File: config.mk
export PLATFORM = sky130hd
export DESIGN_NAME = pssb_fifo
export DESIGN_NICKNAME = d
export VERILOG_FILES = /design/src/sv/pssb_pkg.sv /design/src/sv/pssb_fifo.sv
export VERILOG_INCLUDE_DIRS = /design/src /design/src/sv
export SDC_FILE = /design/constraint.sdc
export NUM_CORES = 1
export LEC_CHECK = 0
export BUFFER_PORTS_ARGS = -buffer_cell sky130_fd_sc_hd__clkbuf_2
export CORE_UTILIZATION = 50
export DETAILED_ROUTE_END_ITERATION = 10
export PLACE_DENSITY = 0.74
export SETUP_SLACK_MARGIN = 0.1
export SLEW_MARGIN = 20
export SYNTH_ARGS = -nofsm -noshare
export SYNTH_HDL_FRONTEND = slang
export SYNTH_SLANG_ARGS = --single-unit
File: constraint.sdc
create_clock -name clk -period 2 [get_ports clk]
set_input_delay 0.4 -clock clk [delete_from_list [all_inputs] [get_ports clk]]
set_output_delay 0.4 -clock clk [all_outputs]
set_load 0.01 [all_outputs]
File: src/sv/assert_macros.svh
// Assertion macros shared by the spectrum unpack modules.
`ifndef ASSERT_MACROS_SVH
`define ASSERT_MACROS_SVH

// Property must hold at every rising edge outside reset.
`define ASSERT_PROP(label, clk, rst_n, prop, msg) \
	label: assert property (@(posedge clk) disable iff (!rst_n) (prop)) else $error(msg);

// Expression must never be true at a rising edge outside reset.
`define ASSERT_NEVER(label, clk, rst_n, expr, msg) \
	label: assert property (@(posedge clk) disable iff (!rst_n) !(expr)) else $error(msg);

`endif

File: src/sv/pssb_pkg.sv
// Package with types, constants and register codes of the spectrum unpacker.
`timescale 1ns / 1ps

package pssb_pkg;

	// Field widths of the ports.
	localparam int BYTE_W   = 8;
	localparam int SAMPLE_W = 12;
	localparam int COEF_W   = 32;
	localparam int BW_W     = 7;
	localparam int FIRST_W  = 12;
	localparam int OUTCH_W  = 13;
	localparam int VALUE_W  = 48;
	localparam int CHAN_W   = 12;
	localparam int IDX_W    = 3;

	// Sizing defaults and limits.
	localparam int MAX_CHANNELS_DEF = 4096;
	localparam int MAX_BIN          = 64;
	localparam int FILL_W           = 7;
	localparam int FIFO_DEPTH       = 4;

	// Datapath widths of the scaling arithmetic.
	localparam int FRAC_W    = 16;
	localparam int A_W       = SAMPLE_W + 1 + COEF_W + 1;
	localparam int MAG_A_W   = 44;
	localparam int MAG_LO_W  = 22;
	localparam int MAG_HI_W  = MAG_A_W - MAG_LO_W;
	localparam int PART_W    = MAG_LO_W + COEF_W;
	localparam int FULL_W    = MAG_A_W + COEF_W;
	localparam int Q_W       = FULL_W - FRAC_W;
	localparam int SUM_W     = VALUE_W + $clog2(MAX_BIN);

	// Bin divider: two quotient bits per cycle.
	localparam int DIV_STEPS = 2;
	localparam int DIV_CYC   = SUM_W / DIV_STEPS;
	localparam int REM_W     = BW_W;

	// Register reset values.
	localparam logic signed [COEF_W-1:0] SCALE_RST  = 32'sd65536;
	localparam logic signed [COEF_W-1:0] OFFSET_RST = 32'sd0;
	localparam logic signed [COEF_W-1:0] GAIN_RST   = 32'sd65536;
	localparam logic [BW_W-1:0]          BW_RST     = 7'd1;
	localparam logic [FIRST_W-1:0]       FIRST_RST  = 12'd0;
	localparam logic [OUTCH_W-1:0]       OUTCH_RST  = 13'd4096;

	// Configuration register indexes.
	typedef enum logic [IDX_W-1:0] {
		REG_SCALE         = 3'd0,
		REG_OFFSET        = 3'd1,
		REG_GAIN          = 3'd2,
		REG_BIN_WIDTH     = 3'd3,
		REG_FIRST_CHANNEL = 3'd4,
		REG_OUT_CHANNELS  = 3'd5
	} reg_idx_t;

	// What the back end does with a token.
	typedef enum logic [1:0] {
		TK_NONE,
		TK_DIRECT,
		TK_ACC,
		TK_CLOSE
	} tok_kind_t;

	// Back end sequencer states.
	typedef enum logic [3:0] {
		B_IDLE,
		B_MUL,
		B_ABS,
		B_LO,
		B_HI,
		B_SUM,
		B_SAT,
		B_ACC,
		B_DIV,
		B_OUT
	} back_state_t;

	// Configuration register set.
	typedef struct packed {
		logic signed [COEF_W-1:0] scale;
		logic signed [COEF_W-1:0] offset;
		logic signed [COEF_W-1:0] gain;
		logic [BW_W-1:0]          bin_width;
		logic [FIRST_W-1:0]       first_channel;
		logic [OUTCH_W-1:0]       out_channels;
	} cfg_t;

	// One classified sample passed from front to back.
	typedef struct packed {
		tok_kind_t             kind;
		logic [SAMPLE_W-1:0]   sample;
		logic [CHAN_W-1:0]     chan;
		logic [BW_W-1:0]       w;
		logic                  fin;
		logic                  row_end;
	} tok_t;

endpackage

File: src/sv/pssb_fifo.sv
// Short token queue between the front end and the back end.
`timescale 1ns / 1ps
`include "assert_macros.svh"

module pssb_fifo (
	input  logic           clk,
	input  logic           arst_n,
	input  logic           wr_en,
	input  pssb_pkg::tok_t wr_data,
	output logic           full,
	input  logic           rd_en,
	output pssb_pkg::tok_t rd_data,
	output logic           empty
);

	localparam int DEPTH = pssb_pkg::FIFO_DEPTH;
	localparam int PTR_W = $clog2(DEPTH);

	pssb_pkg::tok_t     mem_q [DEPTH];
	logic [PTR_W-1:0]   wr_ptr_q;
	logic [PTR_W-1:0]   rd_ptr_q;
	logic [PTR_W:0]     count_q;

	assign full    = (count_q == (PTR_W + 1)'(DEPTH));
	assign empty   = (count_q == '0);
	assign rd_data = mem_q[rd_ptr_q];

	// Storage needs no reset; only the pointers do.
	always_ff @(posedge clk) begin
		if (wr_en) begin
			mem_q[wr_ptr_q] <= wr_data;
		end
	end

	// Pointers and fill count.
	always_ff @(posedge clk or negedge arst_n) begin
		if (!arst_n) begin
			wr_ptr_q <= '0;
			rd_ptr_q <= '0;
			count_q  <= '0;
		end else begin
			if (wr_en) begin
				wr_ptr_q <= wr_ptr_q + PTR_W'(1);
			end
			if (rd_en) begin
				rd_ptr_q <= rd_ptr_q + PTR_W'(1);
			end
			if (wr_en && !rd_en) begin
				count_q <= count_q + (PTR_W + 1)'(1);
			end else if (rd_en && !wr_en) begin
				count_q <= count_q - (PTR_W + 1)'(1);
			end
		end
	end

	`ASSERT_NEVER(fifo_overflow_a, clk, arst_n, wr_en && full, "token written into a full queue")
	`ASSERT_NEVER(fifo_underflow_a, clk, arst_n, rd_en && empty, "token read from an empty queue")

endmodule

==> results of run 1 <==
==> cells by family after synthesis <==
family / Yosys count / share of synthesized area [%]
buffers and inverters: 12 / 1.93
muxes: 36 / 15.0
DFF: 147 / 79.6
xor gates and xnor gates: 6 / 0.955
AOI/OAI and AO/OA: 1 / 0.0909
and+or+nand+nor: 9 / 0.887
adders and majority gates: 6 / 1.50
==> cell usage after synthesis, types with 2 or more instances <==
library cell  instances  area share, %
edfxtp_1            140             76
dfrtp_1               7            3.2
buf_12                3            1.1
nand2_1               2           0.14
ha_1                  5            1.1
buf_2                 4           0.36
mux4_1                7            3.3
and2_1                4           0.45
inv_1                 4           0.27
mux4_2               28             11
xnor2_1               2           0.32
xor2_1                4           0.64
==> metrics by stage <==
step                      TNS, ns  worst slack [ns]  hold WS [ns]
after floorplan                 0             0.133         0.104
after global placement          0             0.232         0.251
final                       -7.75            -0.251         0.108
after detailed placement        0             0.205         0.254
after CTS                   -8.55            -0.300        0.0880
after global routing        -9.86            -0.310        0.0846
==> critical path: cells and delay by family, from the launching register on <==
kind | cells | cell delay, ns
buffers and inverters | 3 | 0.47
muxes | 1 | 0.52
DFF | 1 | 0.37
==> registers in the layout (all words and copies together), names as in the netlist <==
register  cells
mem_q       140
rd_ptr_q      2
wr_ptr_q      2
count_q       3
==> routing by layer <==
layer	up-vias	GRT usage (%)	share of wire, %
li1	1123	-	-
met1	1300	23.8	44
met2	72	28.2	50
met3	10	5.47	4.5
met4	0	6.65	1.4
met5	-	0	0
==> area by class of cell <==
cell class              instances  area (sq um)  share of cell area [%]
inverters                       4          15.0                   0.220
clock inverters                13           151                    2.22
repair buffers                 95           684                    10.0
clock buffers                  19           432                    6.32
well taps                     136           170                    2.49
flip-flops and latches        147          4380                    64.2
multi-input cells              58           993                    14.6
==> final timing paths <==
path | from | end | slack (ns) | depth (start not counted)
max | rd_ptr_q[0] | rd_data[9] | -0.25 | 4
min | wr_data[14] | mem_q[3][14] | 0.11 | 1
max reg2reg | wr_ptr_q[0] | mem_q[0][16] | 0.48 | 4
min reg2reg | count_q[2] | count_q[2] | 0.51 | 1
max in group asynchronous | arst_n | rd_ptr_q[0] | 1.54 | 2
min in group asynchronous | arst_n | count_q[1] | 0.26 | 2
==> power by group through the flow <==
stage | Combinational [W] | Clock (W) | Sequential (W)
final | 0.00318 | 0.00302 | 0.00427
after global routing | 0.00343 | 0.00321 | 0.00433
after CTS | 0.00309 | 0.00306 | 0.00428
after detailed placement | 0.00284 | 0 | 0.00436
after global placement | 0.00280 | 0 | 0.00432
after floorplan | 0.00189 | 0 | 0.00423
==> what timing repair did <==
item                       CTS  global route
gates cloned                 1             2
hold endpoints to repair     7             0
setup endpoints to repair   35            35
hold buffers                 1             0
gates resized for setup      9             3
buffers inserted             2             1
==> results.yml, run 1 <==
floorplanning:
  chipWidth_um: 107
  io_pins: 76
  initial_core_util_pct: 52.3
  rows: 37
  die_area_sq_mm: 0.0114
  die_y_um: 107
  core_area_sq_mm: 0.0105
power:
  clkPwrFrac_pct: 28.8
  swShare_pct: 28.0
  p_leak_nw: 2.45
  power.internal_w: 0.00755
  powerDensity_mw_per_mm2: 1530
  power_frac_seq_pct: 40.8
  p_sw_w: 0.00293
  finalPower_w: 0.0105
  vdd_ir_drop_max_uv: 756
  power_frac_comb_pct: 30.4
detailed_routing:
  drt-initial-drc-count: 166
  postRouteAntennaNets: 0
  first_pass_iters: 5
  dr_total_vias: 2505
  drt-vias-per-instance: 5.31
  drc_errors: 0
  wl_mm: 9.43
  wire_per_inst_um: 20.0
synthesis:
  async_flop_share_pct: 4.76
  ys.flop_type: "edfxtp_1"
  postSynthCellCount: 217
  synth_edf_count: 140
  synth-seq-area-share_pct: 79.6
  synth-seq-cells: 147
  synth.distinct_cells: 19
  synth_fp_nets: 262
  syn_avg_cell_area_sq_um: 25.3
  syn_area_sq_mm: 0.00550
  synth_warnings: 0
setup_path:
  cp_slowest_cell: "mux4_2"
  critical_path_class: "reg -> out"
  cp_data_arrival_time_ns: 1.85
  crit_chain: "buf_12, buf_16, mux4_2, clkbuf_2"
  critPathLaunchType: "register"
  cp_data_required_time_ns: 1.60
  crit_path_end_kind: "primary output"
  crit_path_max_fanout: 7
  critPathMaxStageDelay_ns: 0.52
sta:
  skew_ns: 0.00712
  slew_headroom_pct: 74.7
  tightest_slew_ns: 0.379
  max_freq_mhz: 444
  final_hold_viol_count: 0
  slew_viol_final: 0
  setup_slack_ns: -0.251
  post-route-period-util_pct: 113
  setup_viol: 35
  min_period_ns: 2.25
  rsz0062_at_grt: "yes"
clock_network:
  numCtsBuffers: 17
  clk_pin_slew_ns: 0.07
  clk_latency_ns: 0.51
  cts_tree: "built"
  cts.sinks: 147
  root_buffer: "clkbuf_8"
  cts_buffer_depth: 2
  htree_num_levels: 4
finish:
  nets: 368
  fillers: 688
  area_growth_pct: 24.1
  antenna_cells: 0
  final_cells: 472
  fin_area_sq_mm: 0.00683
  most-common-layout-cells: "edfxtp_1 (140), clkbuf_2 (74), mux4_2 (35)"
  final_util_pct: 65.0
  drive_above_1_share_pct: 49.7
  layout_commonest_cell: "edfxtp_1"
global_route:
  grt_max_degree: 26
  first_global_vias: 2669
  antenna_found_initial: 0
  grt_remaining_overflow: 0
  grt_usage_pct: 17.9
  grt_pass1_wl_mm: 14.4
placed_design:
  placedCellCount: 433
  io_buffers: 75
  place_congestion: 0.653
  dpl_cell_area_sq_mm: 0.00612
  dp_hpwl_mm: 5.80
status:
  status: "complete, but fails checks"
  violations: "setup timing"
job:
  maxCapViolCount: 0
min_path:
  hold_class: "in -> reg"
(Power assumes the default switching activity.)
==> run 2, diff against run 1 <==
--- a/config.mk
+++ b/config.mk
@@ -8,7 +8,9 @@
 export LEC_CHECK = 0
 export BUFFER_PORTS_ARGS = -buffer_cell sky130_fd_sc_hd__clkbuf_2
 export CORE_UTILIZATION = 50
+export CTS_CLUSTER_SIZE = 28
 export DETAILED_ROUTE_END_ITERATION = 10
+export GPL_TIMING_DRIVEN = 0
 export PLACE_DENSITY = 0.74
 export SETUP_SLACK_MARGIN = 0.1
 export SLEW_MARGIN = 20
==> results.yml, run 2 (synthesis gave the netlist of run 1 again) <==
detailed_routing:
  dr_total_vias: 2493
  drt-initial-drc-count: 83
  drt-vias-per-instance: 5.29
  wire_per_inst_um: 18.9
  drc_errors: 0
  first_pass_iters: 4
  postRouteAntennaNets: 0
  wl_mm: 8.90
sta:
  min_period_ns: 2.25
  final_hold_viol_count: 0
  tightest_slew_ns: 0.533
  rsz0062_at_grt: "yes"
  max_freq_mhz: 445
  slew_headroom_pct: 64.5
  setup_viol: 35
  setup_slack_ns: -0.246
  slew_viol_final: 0
  post-route-period-util_pct: 112
  skew_ns: 0.00856
  hold_slack_ns: 0.0933
clock_network:
  htree_num_levels: 4
  cts_buffer_depth: 2
  cts_tree: "built"
  cts.sinks: 147
  numCtsBuffers: 17
  clk_latency_ns: 0.52
  clk_pin_slew_ns: 0.06
  root_buffer: "clkbuf_8"
setup_path:
  critical_path_class: "reg -> out"
  worstSetupStartpoint: "rd_ptr_q[0]"
  cpMostUsedCell: "buf_12"
  cp_data_required_time_ns: 1.60
  cp_data_arrival_time_ns: 1.85
  crit_path_max_fanout: 10
  critPathMaxStageDelay_ns: 0.52
  r2r_setup_slack_ns: 0.32
  critPathLaunchType: "register"
  crit_path_end_kind: "primary output"
  crit_chain: "buf_12, buf_12, mux4_2, clkbuf_2"
  regToRegStartpoint: "wr_ptr_q[0]"
  cp_slowest_cell: "mux4_2"
finish:
  drive_above_1_share_pct: 47.5
  antenna_cells: 0
  top_regs: "mem_q x140, count_q x3"
  layout_commonest_cell: "edfxtp_1"
  fillers: 685
  nets: 367
  area_growth_pct: 23.5
  largest_reg_flops: 140
  most-common-layout-cells: "edfxtp_1 (140), clkbuf_2 (74), mux4_2 (32)"
  regMostFlops: "mem_q"
floorplanning:
  die_y_um: 107
  chipWidth_um: 107
  die_area_sq_mm: 0.0114
  initial_core_util_pct: 52.3
  rows: 37
  io_pins: 76
  core_area_sq_mm: 0.0105
power:
  powerDensity_mw_per_mm2: 1520
  finalPower_w: 0.0103
  vdd_ir_drop_max_uv: 788
  p_leak_nw: 2.43
job:
  maxCapViolCount: 0
global_route:
  grt_max_degree: 26
  first_global_vias: 2603
  antenna_found_initial: 0
  grt_remaining_overflow: 0
  grt_pass1_wl_mm: 14.1
  grt_usage_pct: 17.7
min_path:
  hp-start: "wr_data[30]"
  hold_class: "in -> reg"
placed_design:
  dp_hpwl_mm: 5.44
  place_congestion: 0.630
  io_buffers: 75
status:
  status: "complete, but fails checks"
  violations: "setup timing"
[run 2: cell types whose count changed in the layout (fill, tap and decap cells not counted), moves of 2 or more]
cell / previous run / this run
mux4_1: 0 / 3
mux4_2: 35 / 32
clkbuf_1: 1 / 3
clkbuf_16: 18 / 16
dfrtp_1: 5 / 7
dfrtp_2: 2 / 0
inv_6: 3 / 1
[run 2: through the flow]
stage / instances / TNS, ns / cell area [sq um] / util [%] / setup WS, ns
after global routing: 471 / -10.66 / 6790 / 64.7 / -0.334
after floorplan: 217 / 0 / 5500 / - / 0.133
after global placement: 428 / -70.73 / 6050 / 57.5 / -0.517
after detailed placement: 432 / 0 / 6150 / 58.5 / 0.197
after CTS: 469 / -9.37 / 6780 / 64.5 / -0.305
final: 471 / -7.64 / 6790 / 64.7 / -0.246
[run 2: cell type report]
| class | instances | area (sq um) | area share [%] |
|---|---|---|---|
| buffer | 8 | 114 | 1.68 |
| clock buffer | 20 | 425 | 6.26 |
| clock inverter | 12 | 160 | 2.36 |
| inverter | 4 | 15.0 | 0.221 |
| multi-input combinational | 58 | 1000 | 14.8 |
| sequential | 147 | 4380 | 64.5 |
| tap | 136 | 170 | 2.50 |
| timing repair buffer | 86 | 526 | 7.73 |
[run 2: routing by layer]
layer / share of wire [%] / routed length, um / global-route usage (%) / vias to the layer above
li1: - / - / - / 1129
met1: 44 / 3880 / 23.2 / 1283
met2: 50 / 4460 / 27.2 / 71
met3: 5.2 / 459 / 5.96 / 10
met4: 1.2 / 106 / 7.63 / 0
met5: 0 / 0 / 0 / -
[run 2: what timing repair did]
action / 4_1_cts / 5_1_grt
endpoints found under the setup margin: 35 / 35
hold buffers: 1 / 0
setup buffers: 4 / 2
resized for setup: 11 / 1
endpoints found under the hold margin: 7 / 0
[run 2: critical path: cells and delay by family (launching register included)]
family                 cells  cell delay [ns]
buffers and inverters      3             0.44
multiplexers               1             0.52
flip-flops                 1             0.37
[run 2: report_power, final]
group          switching [W]  internal [W]  leakage, nW
clock                0.00118       0.00191        0.272
combinational        0.00147       0.00155        0.792
sequential          0.000170       0.00404         1.37
[run 2: path summary, 6_finish.rpt]
path                                end  depth (start not counted)
min in group asynchronous    count_q[2]                          2
min reg2reg                  count_q[2]                          1
max in group asynchronous   rd_ptr_q[0]                          2
max reg2reg                 mem_q[2][8]                          4
max                          rd_data[3]                          4
min                        mem_q[2][30]                          1
