**src/sv/assert_macros.svh**
```systemverilog
// Assertion macros shared by the spectrum unpack modules.
`ifndef ASSERT_MACROS_SVH
`define ASSERT_MACROS_SVH

// Property must hold at every rising edge outside reset.
`define ASSERT_PROP(label, clk, rst_n, prop, msg) \
	label: assert property (@(posedge clk) disable iff (!rst_n) (prop)) else $error(msg);

// Expression must never be true at a rising edge outside reset.
`define ASSERT_NEVER(label, clk, rst_n, expr, msg) \
	label: assert property (@(posedge clk) disable iff (!rst_n) !(expr)) else $error(msg);

`endif

```
**src/sv/pssb_pkg.sv**
```systemverilog
// Package with types, constants and register codes of the spectrum unpacker.
`timescale 1ns / 1ps

package pssb_pkg;

	// Field widths of the ports.
	localparam int BYTE_W   = 8;
	localparam int SAMPLE_W = 12;
	localparam int COEF_W   = 32;
	localparam int BW_W     = 7;
	localparam int FIRST_W  = 12;
	localparam int OUTCH_W  = 13;
	localparam int VALUE_W  = 48;
	localparam int CHAN_W   = 12;
	localparam int IDX_W    = 3;

	// Sizing defaults and limits.
	localparam int MAX_CHANNELS_DEF = 4096;
	localparam int MAX_BIN          = 64;
	localparam int FILL_W           = 7;
	localparam int FIFO_DEPTH       = 4;

	// Datapath widths of the scaling arithmetic.
	localparam int FRAC_W    = 16;
	localparam int A_W       = SAMPLE_W + 1 + COEF_W + 1;
	localparam int MAG_A_W   = 44;
	localparam int MAG_LO_W  = 22;
	localparam int MAG_HI_W  = MAG_A_W - MAG_LO_W;
	localparam int PART_W    = MAG_LO_W + COEF_W;
	localparam int FULL_W    = MAG_A_W + COEF_W;
	localparam int Q_W       = FULL_W - FRAC_W;
	localparam int SUM_W     = VALUE_W + $clog2(MAX_BIN);

	// Bin divider: two quotient bits per cycle.
	localparam int DIV_STEPS = 2;
	localparam int DIV_CYC   = SUM_W / DIV_STEPS;
	localparam int REM_W     = BW_W;

	// Register reset values.
	localparam logic signed [COEF_W-1:0] SCALE_RST  = 32'sd65536;
	localparam logic signed [COEF_W-1:0] OFFSET_RST = 32'sd0;
	localparam logic signed [COEF_W-1:0] GAIN_RST   = 32'sd65536;
	localparam logic [BW_W-1:0]          BW_RST     = 7'd1;
	localparam logic [FIRST_W-1:0]       FIRST_RST  = 12'd0;
	localparam logic [OUTCH_W-1:0]       OUTCH_RST  = 13'd4096;

	// Configuration register indexes.
	typedef enum logic [IDX_W-1:0] {
		REG_SCALE         = 3'd0,
		REG_OFFSET        = 3'd1,
		REG_GAIN          = 3'd2,
		REG_BIN_WIDTH     = 3'd3,
		REG_FIRST_CHANNEL = 3'd4,
		REG_OUT_CHANNELS  = 3'd5
	} reg_idx_t;

	// What the back end does with a token.
	typedef enum logic [1:0] {
		TK_NONE,
		TK_DIRECT,
		TK_ACC,
		TK_CLOSE
	} tok_kind_t;

	// Back end sequencer states.
	typedef enum logic [3:0] {
		B_IDLE,
		B_MUL,
		B_ABS,
		B_LO,
		B_HI,
		B_SUM,
		B_SAT,
		B_ACC,
		B_DIV,
		B_OUT
	} back_state_t;

	// Configuration register set.
	typedef struct packed {
		logic signed [COEF_W-1:0] scale;
		logic signed [COEF_W-1:0] offset;
		logic signed [COEF_W-1:0] gain;
		logic [BW_W-1:0]          bin_width;
		logic [FIRST_W-1:0]       first_channel;
		logic [OUTCH_W-1:0]       out_channels;
	} cfg_t;

	// One classified sample passed from front to back.
	typedef struct packed {
		tok_kind_t             kind;
		logic [SAMPLE_W-1:0]   sample;
		logic [CHAN_W-1:0]     chan;
		logic [BW_W-1:0]       w;
		logic                  fin;
		logic                  row_end;
	} tok_t;

endpackage

```
**src/sv/pssb_front.sv**
```systemverilog
// Front end: unpacks byte triplets into samples and classifies each one.
`timescale 1ns / 1ps

module pssb_front #(
	parameter int MAX_CHANNELS = pssb_pkg::MAX_CHANNELS_DEF
) (
	input  logic                          clk,
	input  logic                          arst_n,
	input  pssb_pkg::cfg_t                cfg,
	input  logic                          in_valid,
	input  logic [pssb_pkg::BYTE_W-1:0]   data_byte,
	input  logic                          last_byte,
	output logic                          tok_valid,
	output pssb_pkg::tok_t                tok
);

	localparam int CNT_W = $clog2(MAX_CHANNELS + 1);

	localparam logic [1:0] PH_START = 2'd0;
	localparam logic [1:0] PH_HI    = 2'd1;
	localparam logic [1:0] PH_LO    = 2'd2;

	logic [1:0]                          phase_q;
	logic [1:0]                          phase_n;
	logic [pssb_pkg::BYTE_W-1:0]         held_q;
	logic [pssb_pkg::BYTE_W-1:0]         held_n;
	logic [CNT_W-1:0]                    raw_cnt_q;
	logic [pssb_pkg::FILL_W-1:0]         fill_q;
	logic [pssb_pkg::FILL_W-1:0]         fill_inc;
	logic [pssb_pkg::OUTCH_W-1:0]        out_cnt_q;
	logic [pssb_pkg::OUTCH_W-1:0]        out_inc;
	logic [pssb_pkg::BW_W-1:0]           w_eff;
	logic [pssb_pkg::OUTCH_W-1:0]        nout;
	logic [pssb_pkg::SAMPLE_W-1:0]       sample;
	logic                                have;
	logic                                in_range;
	logic                                binnable;
	pssb_pkg::tok_kind_t                 kind;

	// Sample extraction, effective bin width and classification.
	always_comb begin
		if (cfg.bin_width == '0) begin
			w_eff = pssb_pkg::BW_W'(1);
		end else if (32'(cfg.bin_width) > pssb_pkg::MAX_BIN) begin
			w_eff = pssb_pkg::BW_W'(pssb_pkg::MAX_BIN);
		end else begin
			w_eff = cfg.bin_width;
		end

		if (32'(cfg.out_channels) > MAX_CHANNELS) begin
			nout = pssb_pkg::OUTCH_W'(MAX_CHANNELS);
		end else begin
			nout = cfg.out_channels;
		end

		case (phase_q)
			PH_HI: begin
				sample  = {held_q, data_byte[7:4]};
				have    = 1'b1;
				held_n  = data_byte;
				phase_n = PH_LO;
			end
			PH_LO: begin
				sample  = {held_q[3:0], data_byte};
				have    = 1'b1;
				held_n  = '0;
				phase_n = PH_START;
			end
			default: begin
				sample  = '0;
				have    = 1'b0;
				held_n  = data_byte;
				phase_n = PH_HI;
			end
		endcase

		in_range = have && (raw_cnt_q < CNT_W'(MAX_CHANNELS));
		fill_inc = fill_q + pssb_pkg::FILL_W'(1);
		out_inc  = out_cnt_q + pssb_pkg::OUTCH_W'(1);
		binnable = (32'(raw_cnt_q) >= 32'(cfg.first_channel)) && (out_cnt_q < nout);

		if (!in_range) begin
			kind = pssb_pkg::TK_NONE;
		end else if (w_eff == pssb_pkg::BW_W'(1)) begin
			kind = pssb_pkg::TK_DIRECT;
		end else if (binnable) begin
			kind = (fill_inc >= w_eff) ? pssb_pkg::TK_CLOSE : pssb_pkg::TK_ACC;
		end else begin
			kind = pssb_pkg::TK_NONE;
		end

		// A partial group at the row end is dropped, so its sample needs no work.
		tok.kind    = (last_byte && kind == pssb_pkg::TK_ACC) ? pssb_pkg::TK_NONE : kind;
		tok.sample  = sample;
		tok.chan    = (kind == pssb_pkg::TK_CLOSE) ? out_cnt_q[pssb_pkg::CHAN_W-1:0]
			: pssb_pkg::CHAN_W'(raw_cnt_q);
		tok.w       = w_eff;
		tok.fin     = last_byte || (kind == pssb_pkg::TK_CLOSE && out_inc == nout);
		tok.row_end = last_byte;
		tok_valid   = in_valid && (tok.kind != pssb_pkg::TK_NONE || last_byte);
	end

	// Row state; a flagged last byte clears it.
	always_ff @(posedge clk or negedge arst_n) begin
		if (!arst_n) begin
			phase_q   <= PH_START;
			held_q    <= '0;
			raw_cnt_q <= '0;
			fill_q    <= '0;
			out_cnt_q <= '0;
		end else if (in_valid) begin
			if (last_byte) begin
				phase_q   <= PH_START;
				held_q    <= '0;
				raw_cnt_q <= '0;
				fill_q    <= '0;
				out_cnt_q <= '0;
			end else begin
				phase_q <= phase_n;
				held_q  <= held_n;
				if (in_range) begin
					raw_cnt_q <= raw_cnt_q + CNT_W'(1);
				end
				if (kind == pssb_pkg::TK_ACC) begin
					fill_q <= fill_inc;
				end else if (kind == pssb_pkg::TK_CLOSE) begin
					fill_q    <= '0;
					out_cnt_q <= out_inc;
				end
			end
		end
	end

endmodule

```
**config.mk**
```make
export PLATFORM = sky130hd
export DESIGN_NAME = pssb_front
export DESIGN_NICKNAME = d
export VERILOG_FILES = /design/src/sv/assert_macros.svh /design/src/sv/pssb_pkg.sv /design/src/sv/pssb_front.sv
export SDC_FILE = /design/constraint.sdc
export NUM_CORES = 1
export LEC_CHECK = 0
export BUFFER_PORTS_ARGS = -buffer_cell sky130_fd_sc_hd__buf_4
export CAP_MARGIN = 20
export CORE_AREA = 2 2 91 93
export CTS_CLUSTER_DIAMETER = 60
export DETAILED_ROUTE_END_ITERATION = 8
export DIE_AREA = 0 0 93 95
export PLACE_DENSITY = 0.85
export SLEW_MARGIN = 5
export SYNTH_ARGS = -nofsm -noshare
export SYNTH_HDL_FRONTEND = slang
export SYNTH_SLANG_ARGS = --single-unit
```
**constraint.sdc**
```tcl
create_clock -name clk -period 6.87 [get_ports clk]
set_input_delay 0.687 -clock clk [delete_from_list [all_inputs] [get_ports clk]]
set_output_delay 0.687 -clock clk [all_outputs]
set_load 0.1 [all_outputs]
```
==> impl_metrics.toml, run 1 <==
[die]
pin_count = 176
die_h_um = 95
rows = 33
coreArea_um2 = 7930
die-area_um2 = 8840
start_util_pct = 49.8
die_w_um = 93

[clock_network]
cts-root-buf = "clkbuf_8"
cts_inserted_buffers = 5
cts_resized = 0
clock_sinks = 43
cts_tree = "done"
htreeDepth = 2
clockBufferDepth = 2
postCtsHoldBufs = 0
clk_pin_slew_ns = 0.09
insertion_delay_ns = 0.31
post_cts_buffers = 0

[global_route]
antenna_found_initial = 0
grt_pass1_wl_mm = 17.3
track_usage_pct = 23.8
grt_pass1_vias = 3706
grt_max_degree = 46
overflow = 0

[power]
ir_drop_v = 0.000181
leakage_nw = 2.30
p_per_area_nw_per_um2 = 178
finalPower_mw = 0.832

[worst_setup_path]
endpoint_kind = "output port"
arrival_ns = 4.24
worstPathBufferInverterCount = 2
crit_family = "simple AND/OR/NAND/NOR gates"
setup.worst_path.start_class = "primary input"
max_stage_delay_ns = 0.81
crit_fanout = 24
criticalPathCategory = "primary input to output port"
cpMostUsedCell = "nor2_1"
critPathSlowestCell = "and4b_1"
path_cells = "buf_4 -> or4_4 -> nor2_1 -> nor2_1 -> nor2_1 -> ha_1 -> nor2b_1 -> o21ai_0 -> a311o_1 -> and4b_1 -> and2_4 -> mux2_2 -> buf_4"
required_ns = 6.18

[synthesis]
yosys-top-cells-area = "dfrtp_1 (27%), ha_1 (12%), nor2_1 (4.6%)"
synthArstFlopShare_pct = 100
ys_warn_count = 0
yosysTopAreaCell = "dfrtp_1"
netlist.area_leader.share_pct = 27.2
synth_cells = 487
ys.flop_type = "dfrtp_1"
seq_area_frac_synth_pct = 27.2
ys_ff_latch = 43
synthesis.nets = 664
synth_cell_type_count = 63
synth_area_um2 = 3950
syn_avg_cell_area_um2 = 8.11
synth_edf_count = 0

[detailed_routing]
wl_mm = 10.2
avgRoutedWirePerCell_um = 15.7
drc_errors = 0
drt-initial-drc-count = 269
via_per_inst = 6.01
firstDrtPassIters = 5
num_vias = 3907
antenna_left = 0

[sta]
setup_violations = 0
fin_tns_setup_ns = 0
grt_setup_unrepaired = "false"
slew_viol_final = 0
timing.fmax_mhz = 203
timing.slew.headroom_pct = 29.5
hold_viol_final = 0
fin_skew_ns = 0.00857
worstMarginPinSlew_ns = 1.05
layout_worst_path_cycle_share_pct = 71.7
fin_crit_ns = 4.93

[cells_and_area]
fin_util_pct = 58.9
layout_common_cells = "buf_4 (80), nor2_1 (48), inv_1 (46)"
drive_gt1_share_pct = 19.4
antenna_cells = 0
final_common_cell = "buf_4"
nets = 721
area_delta_synth_final_pct = 18.1

[min_path]
hp-class = "primary input to asynchronous set/reset pin"

[placed_design]
portBuffers = 79
routabilityCongestion = 0.830
hpwl_mm = 7.72

[outcome]
status = "finished clean"

[run]
maxCapViolations = 0
## path summary, 6_finish.rpt
| check | from | to | slack [ns] | cells after the start |
|---|---|---|---|---|
| worst max-delay path | cfg[27] | tok[20] | 1.94 | 13 |
| worst min-delay path | arst_n | held_q[2]$_DFFE_PN0P_ | 0.35 | 1 |
| worst max register to register | fill_q[0]$_DFFE_PN0P_ | out_cnt_q[4]$_DFFE_PN0P_ | 3.40 | 11 |
| worst min register to register | fill_q[6]$_DFFE_PN0P_ | fill_q[6]$_DFFE_PN0P_ | 0.52 | 1 |
| max in group asynchronous | arst_n | fill_q[0]$_DFFE_PN0P_ | 6.11 | 1 |
| min in group clk | fill_q[6]$_DFFE_PN0P_ | fill_q[6]$_DFFE_PN0P_ | 0.52 | 1 |
## worst reg2reg max path, stage by stage, from the launching register on
cell and delay [ns]:
dfrtp_1 0.44, and3_1 0.21, nand3_1 0.09, xor2_1 0.25, inv_1 0.08, ha_1 0.31, nand3_1 0.08, a21boi_0 0.19
a311o_1 0.24, and4b_1 0.81, and2_4 0.46, a2111oi_1 0.15
## layout make-up
type                    count  area [um^2]
clock buffers               6         82.6
clock inverters             2         35.0
fillers                   695         3260
inverters                  47          176
multi-input cells         367         2560
flip-flops and latches     43         1080
well taps                 105          131
repair buffers             80          601
## per-stage QoR
stage	hold WS (ns)	setup WS (ns)	cells	cell area [um^2]
finish	0.350	1.94	650	4670
CTS	0.388	2.01	650	4670
global route	0.403	1.71	650	4670
global placement	0.499	2.11	642	4550
floorplan	0.391	-0.283	487	3950
detailed placement	0.502	2.02	642	4550
## registers in the layout (all words and copies together), names as in the netlist
name       count
phase_q        2
fill_q         7
out_cnt_q     13
held_q         8
raw_cnt_q     13
## Yosys cell counts, types with 5 or more instances
library cell,count
nor2_1,48
inv_1,46
dfrtp_1,43
ha_1,37
nand3_1,33
nand2_1,29
o21ai_0,27
clkbuf_1,22
and3_1,17
a21oi_1,16
xnor2_1,14
a22oi_1,12
xor2_1,12
nand4_1,10
nor3_1,8
a41oi_1,7
mux2_2,7
nand2b_1,6
a211oi_1,5
and2_1,5
o2bb2ai_1,5
## power breakdown
group          internal, mW  switching (mW)
sequential            0.270          0.0258
combinational        0.0992           0.228
clock                 0.118          0.0920
total                 0.487           0.346
## per-layer routing
layer	global-route usage, %	routed length (um)	vias up	part of all wire, %
met3	3.99	724	8	7.1
met4	5.76	74	0	0.72
met5	0	0	-	0
li1	-	-	1873	-
met1	33.2	4570	1876	45
met2	38.9	4840	150	47
## kinds of logic after synthesis
group	share of synthesized area, %
and+or+nand+nor	23.1
AOI/OAI and AO/OA	20.3
buffers and inverters	7.98
DFF	27.2
adders and majority gates	11.7
xor gates and xnor gates	6.34
muxes	3.26
(Power assumes the default switching activity.)
==> run 2, diff against run 1 <==
Settings changed: CORE_AREA 2 2 91 93 to 2 2 98 100, DIE_AREA 0 0 93 95 to 0 0 100 102, PLACE_DENSITY 0.85 to 0.77.
Clock period 6.87 ns to 4.52 ns, I/O delays scaled along.
==> run 2 against run 1 <==
Power rose by 45%. Sequential share of layout area down 0.056 points. Setup slack worse by 1.3 ns. First-iteration DRC count is 4.5% lower. Final area increased by 0.24%. Combinational power grew 55%. Cell count increased by 1.1%. Wire length is 1.9% higher. Via count fell by 1.2%. Critical path depth shrank 1. Count of clock-buffer cells in the layout unchanged. Non-clock buffer count increased by 2. Largest power group unchanged. Highest routed layer unchanged.
==> impl_metrics.toml, run 2 (synthesized netlist as in run 1, its figures left out) <==
[placed_design]
place_area_um2 = 4590
routabilityCongestion = 0.831
hpwl_mm = 7.76
portBuffers = 79
place_inst = 650

[sta]
fin_tns_setup_ns = 0
setup_violations = 0
slew_viol_final = 0
grt_setup_unrepaired = "false"
layout_worst_path_cycle_share_pct = 86.6
worstMarginPinSlew_ns = 0.682
timing.slew.headroom_pct = 54.2
hold_viol_final = 0
fin_crit_ns = 3.92
timing.fmax_mhz = 255
fin_skew_ns = 0.0101

[detailed_routing]
wl_mm = 10.4
firstDrtPassIters = 4
antenna_left = 0
via_per_inst = 5.88
avgRoutedWirePerCell_um = 15.8
dr_wl_met2_mm = 4.86
met3_length_um = 522
num_vias = 3860
met1_length_mm = 4.90
routed.top_layer = "met4"
drc_errors = 0
drt-initial-drc-count = 257

[clock_network]
clk_pin_slew_ns = 0.08
cts_resized = 0
cts_inserted_buffers = 5
clock_sinks = 43
clockBufferDepth = 2
postCtsHoldBufs = 0
insertion_delay_ns = 0.30
cts-root-buf = "clkbuf_8"
cts_tree = "done"
htreeDepth = 2
post_cts_buffers = 0

[global_route]
grt_max_degree = 46
grt_pass1_wl_mm = 16.9
overflow = 0
antenna_found_initial = 0
grt_pass1_vias = 3513
track_usage_pct = 20.3

[die]
start_util_pct = 43.4
coreArea_um2 = 9110
pin_count = 176
die_w_um = 100
die_h_um = 102
rows = 35
die-area_um2 = 10200

[cells_and_area]
final_common_cell = "buf_4"
reg_top3 = "out_cnt_q: 13 flops, raw_cnt_q: 13 flops, held_q: 8 flops"
design_area_um2 = 4680
multi_input_area_um2 = 2580
layout_common_cells = "buf_4 (82), nor2_1 (47), inv_1 (46)"
antenna_cells = 0
area_delta_synth_final_pct = 18.4
layout.cells.non_filler = 657
nets = 723
register_area_um2 = 1080
fill_cells = 850
drive_gt1_share_pct = 20.3

[worst_setup_path]
crit_fanout = 19
path_cells = "ha_1 -> nand3_1 -> xor2_1 -> inv_1 -> ha_1 -> nand3_1 -> a21boi_0 -> a311o_1 -> and4b_1 -> and2_4 -> mux2_2 -> buf_4"
startpoint = "fill_q[0]$_DFFE_PN0P_"
arrival_ns = 3.46
reg2reg_from = "fill_q[0]$_DFFE_PN0P_"
endpoint_kind = "output port"
required_ns = 4.07
reg2reg_to = "out_cnt_q[4]$_DFFE_PN0P_"
max_stage_delay_ns = 0.44
reg2reg_depth = 12
r2r_slack_ns = 1.51
critPathSlowestCell = "dfrtp_1"
criticalPathCategory = "flip-flop to output port"
crit_end = "tok[20]"
setup.worst_path.start_class = "flip-flop"

[power]
leakage_nw = 2.30
p_int_mw = 0.684
combPwrFrac_pct = 42.0
pwr-share-seq_pct = 37.4
switching_share_pct = 43.2
p_per_area_nw_per_um2 = 258
clkPwrFrac_pct = 20.7
ir_drop_v = 0.000188
p_switching_mw = 0.521

[min_path]
hp-class = "primary input to asynchronous set/reset pin"

[run]
maxCapViolations = 0

[outcome]
status = "finished clean"
run 2: worst max-delay path, delay by kind of cell, from the launching register on:
family	cells	cell delay, ns
AO/OA/AOI/OAI	2	0.42
XOR/XNOR	1	0.23
adder cells (fa/ha/maj)	2	0.54
buffers and inverters	2	0.31
flip-flops	1	0.44
multiplexers	1	0.40
AND/OR/NAND/NOR	4	0.82
run 2: final cells by class:
cell class | count | share of cell area [%]
multi-input cells | 367 | 55.2
inverters | 47 | 3.77
clock inverters | 1 | 0.107
clock buffers | 6 | 1.77
well taps | 111 | 2.97
flip-flops and latches | 43 | 23.0
repair buffers | 82 | 13.2
run 2: power groups by stage:
stage / registers (mW) / clock network, mW / logic (mW)
global route: 0.454 / 0.276 / 0.547
floorplan: 0.440 / 0 / 0.381
CTS: 0.449 / 0.257 / 0.505
global placement: 0.454 / 0 / 0.491
detailed placement: 0.456 / 0 / 0.502
finish: 0.450 / 0.249 / 0.506
run 2: through the flow:
step | worst slack (ns) | util [%] | total power, mW | hold slack [ns]
2_1_floorplan | 0.0202 | - | 0.821 | 0.156
3_3_place_gp | 0.806 | 50.4 | 0.945 | 0.480
3_5_place_dp | 0.806 | 50.4 | 0.958 | 0.483
4_1_cts | 0.585 | 51.3 | 1.21 | 0.163
5_1_grt | 0.367 | 51.3 | 1.28 | 0.180
6_report | 0.604 | 51.3 | 1.21 | 0.141
run 2: worst min path at each step:
stage,from,endpoint,slack [ns],cells after the start
detailed placement,arst_n,held_q[0]$_DFFE_PN0P_,0.48,1
finish,arst_n,held_q[0]$_DFFE_PN0P_,0.14,1
floorplan,arst_n,fill_q[0]$_DFFE_PN0P_,0.16,0
CTS,arst_n,held_q[0]$_DFFE_PN0P_,0.16,1
global route,arst_n,held_q[0]$_DFFE_PN0P_,0.18,1
global placement,arst_n,held_q[0]$_DFFE_PN0P_,0.48,1
run 2: metal layers:
layer / up-vias / GRT usage (%)
met4: 0 / 5.48
met3: 11 / 2.46
met2: 129 / 32.4
li1: 1874 / -
met5: - / 0
met1: 1846 / 29.3
==> run 3, diff against run 2 <==
Settings changed: ABC_AREA from default to 1, CORE_AREA 2 2 98 100 to 2 2 97 99, DIE_AREA 0 0 100 102 to 0 0 99 101.
==> run 3 against run 2 <==
Final area fell by 2.3%. Non-clock buffer count fell by 1. Wire length decreased by 5.0%. Clock skew down 0.0049 ns. Critical endpoint is now tok[11]. Highest routed layer unchanged. Die area shrank 2.0%. Largest power group is now registers. Setup slack improved by 0.050 ns. Sequential power down 6.4%.
==> impl_metrics.toml, run 3 <==
[outcome]
status = "finished clean"

[synthesis]
yosysMostFrequentCell = "nand2_1"
synth_cell_type_count = 31
syn_avg_cell_area_um2 = 6.51
yosys-top-cells-area = "dfrtp_1 (29%), nand2_1 (20%), ha_1 (12%)"
ys_warn_count = 0
netlist.area_leader.share_pct = 28.5
synth_area_um2 = 3770
synth_edf_count = 0
synthArstFlopShare_pct = 100
ys_top_cells_by_count = "nand2_1 (202), inv_1 (72), nor2_1 (50), dfrtp_1 (43)"
ys.flop_type = "dfrtp_1"
yosysTopAreaCell = "dfrtp_1"
synth_cells = 580
synthesis.nets = 757
ys_ff_latch = 43
seq_area_frac_synth_pct = 28.5

[power]
finalPower_mw = 1.07
ir_drop_v = 0.000184
leakage_nw = 2.41
p_int_mw = 0.618
clkPwrFrac_pct = 23.2
pwr-share-seq_pct = 39.2
combPwrFrac_pct = 37.6
switching_share_pct = 42.5
p_switching_mw = 0.457
p_per_area_nw_per_um2 = 235

[worst_setup_path]
crit_family = "simple AND/OR/NAND/NOR gates"
required_ns = 4.07
path_cells = "buf_4 -> or2_0 -> nor2_1 -> nand2_1 -> nand2_1 -> nand2_1 -> ha_1 -> a21oi_1 -> nand2_1 -> nor2_1 -> nor2_1 -> nor2_1 -> nand3_1 -> nor2_2 -> nand2_1 -> o21ai_2 -> buf_4"
arrival_ns = 3.41
setup.worst_path.start_class = "primary input"
cpMostUsedCell = "nand2_1"
criticalPathCategory = "primary input to output port"
max_stage_delay_ns = 0.33
endpoint_kind = "output port"
critPathSlowestCell = "ha_1"
worstPathBufferInverterCount = 2
crit_fanout = 12

[clock_network]
insertion_delay_ns = 0.30
cts_inserted_buffers = 5
clock_sinks = 43
cts-root-buf = "clkbuf_8"
clk_pin_slew_ns = 0.09
cts_tree = "done"
post_cts_buffers = 0
postCtsHoldBufs = 0
htreeDepth = 2
cts_resized = 0
clockBufferDepth = 2

[sta]
layout_worst_path_cycle_share_pct = 85.5
worstMarginPinSlew_ns = 0.604
setup_violations = 0
timing.fmax_mhz = 259
fin_skew_ns = 0.00527
grt_setup_unrepaired = "false"
slew_viol_final = 0
timing.hold.ws_ns = 0.142
timing.slew.headroom_pct = 59.7
fin_crit_ns = 3.87
hold_viol_final = 0

[detailed_routing]
num_vias = 3994
via_per_inst = 5.20
antenna_left = 0
wl_mm = 9.89
avgRoutedWirePerCell_um = 12.9
drc_errors = 0
firstDrtPassIters = 4
drt-initial-drc-count = 223

[die]
rows = 35
start_util_pct = 42.0
die-area_um2 = 10000
pin_count = 176
die_w_um = 99
die_h_um = 101
coreArea_um2 = 8980

[global_route]
grt_pass1_wl_mm = 16.7
grt_pass1_vias = 3904
overflow = 0
antenna_found_initial = 0
grt_max_degree = 44
track_usage_pct = 20.0

[placed_design]
place_inst = 760
routabilityCongestion = 0.943
portBuffers = 79
hpwl_mm = 7.81

[cells_and_area]
antenna_cells = 0
layout.cells.non_filler = 768
drive_gt1_share_pct = 16.0
reg_top3 = "out_cnt_q: 13 flops, raw_cnt_q: 13 flops, held_q: 8 flops"
nets = 833
layout_common_cells = "nand2_1 (202), buf_4 (81), inv_1 (72)"
final_common_cell = "nand2_1"
area_delta_synth_final_pct = 21.0

[min_path]
hp-class = "primary input to asynchronous set/reset pin"

[run]
maxCapViolations = 0
run 3: changes by cell type after synthesis, moves of 12 or more:
cell      change
a21oi_1      +21
a22oi_1      -12
and3_1       -17
clkbuf_1     -15
inv_1        +26
nand2_1     +173
xnor2_1      -12
run 3: logic make-up after synthesis:
family,count (synthesis),synth area share (%)
simple gates,315,34.7
buf+inv,92,9.45
compound gates,84,13.0
flops,43,28.5
fa+ha+maj,37,12.3
xor+xnor,9,2.09
run 3: layout make-up:
type / count / area [um^2]
flip-flops and latches: 43 / 1080
multi-input cells: 445 / 2360
well taps: 111 / 139
fillers: 879 / 4410
clock buffers: 6 / 72.6
repair buffers: 81 / 608
inverters: 80 / 300
clock inverters: 2 / 12.5
run 3: stage by stage:
stage | instance area (um^2) | setup slack [ns] | TNS [ns] | utilization (%)
floorplan | 3790 | -0.223 | -2.29 | -
global placement | 4480 | 0.755 | 0 | 49.9
detailed placement | 4480 | 0.687 | 0 | 49.9
CTS | 4570 | 0.674 | 0 | 50.9
global route | 4570 | 0.411 | 0 | 50.9
finish | 4570 | 0.654 | 0 | 50.9
run 3: path summary, 6_finish.rpt:
check                                      startpoint                        end  slack (ns)  depth (start not counted)
worst max-delay path                           cfg[8]                    tok[11]        0.65                         17
worst min-delay path                           arst_n      held_q[0]$_DFFE_PN0P_        0.14                          1
worst max register to register  fill_q[0]$_DFFE_PN0P_   out_cnt_q[9]$_DFFE_PN0P_        1.50                         15
worst min register to register  held_q[4]$_DFFE_PN0P_      held_q[4]$_DFFE_PN0P_        0.50                          1
max in group asynchronous                      arst_n  raw_cnt_q[11]$_DFFE_PN0P_        3.98                          1
min in group clk                             in_valid     phase_q[1]$_DFFE_PN0P_        0.40                          2
run 3: power by group through the flow:
| stage | Sequential (mW) | Clock (mW) | Combinational, mW |
|---|---|---|---|
| after global placement | 0.428 | 0 | 0.394 |
| after CTS | 0.422 | 0.254 | 0.406 |
| after detailed placement | 0.429 | 0 | 0.403 |
| final | 0.421 | 0.250 | 0.404 |
| after global routing | 0.425 | 0.269 | 0.436 |
| after floorplan | 0.423 | 0 | 0.292 |
run 3: metal layers:
metal	GRT usage [%]	vias to the layer above	share of wire [%]
li1	-	2026	-
met1	25.6	1823	45
met2	33.7	126	46
met3	4.23	19	7.0
met4	6.74	0	1.9
met5	0	-	0
run 3: worst register-to-register path: stages, from the launching register on:
cell	delay [ns]
dfrtp_1	0.43
ha_1	0.24
nand3_1	0.12
xor2_1	0.24
inv_1	0.07
ha_1	0.29
a21oi_1	0.13
nor2_1	0.06
nor3b_1	0.18
nand2_1	0.14
nand4_1	0.12
buf_4	0.25
nand2_1	0.09
nand2_1	0.41
nand2_1	0.11
nand2_1	0.08
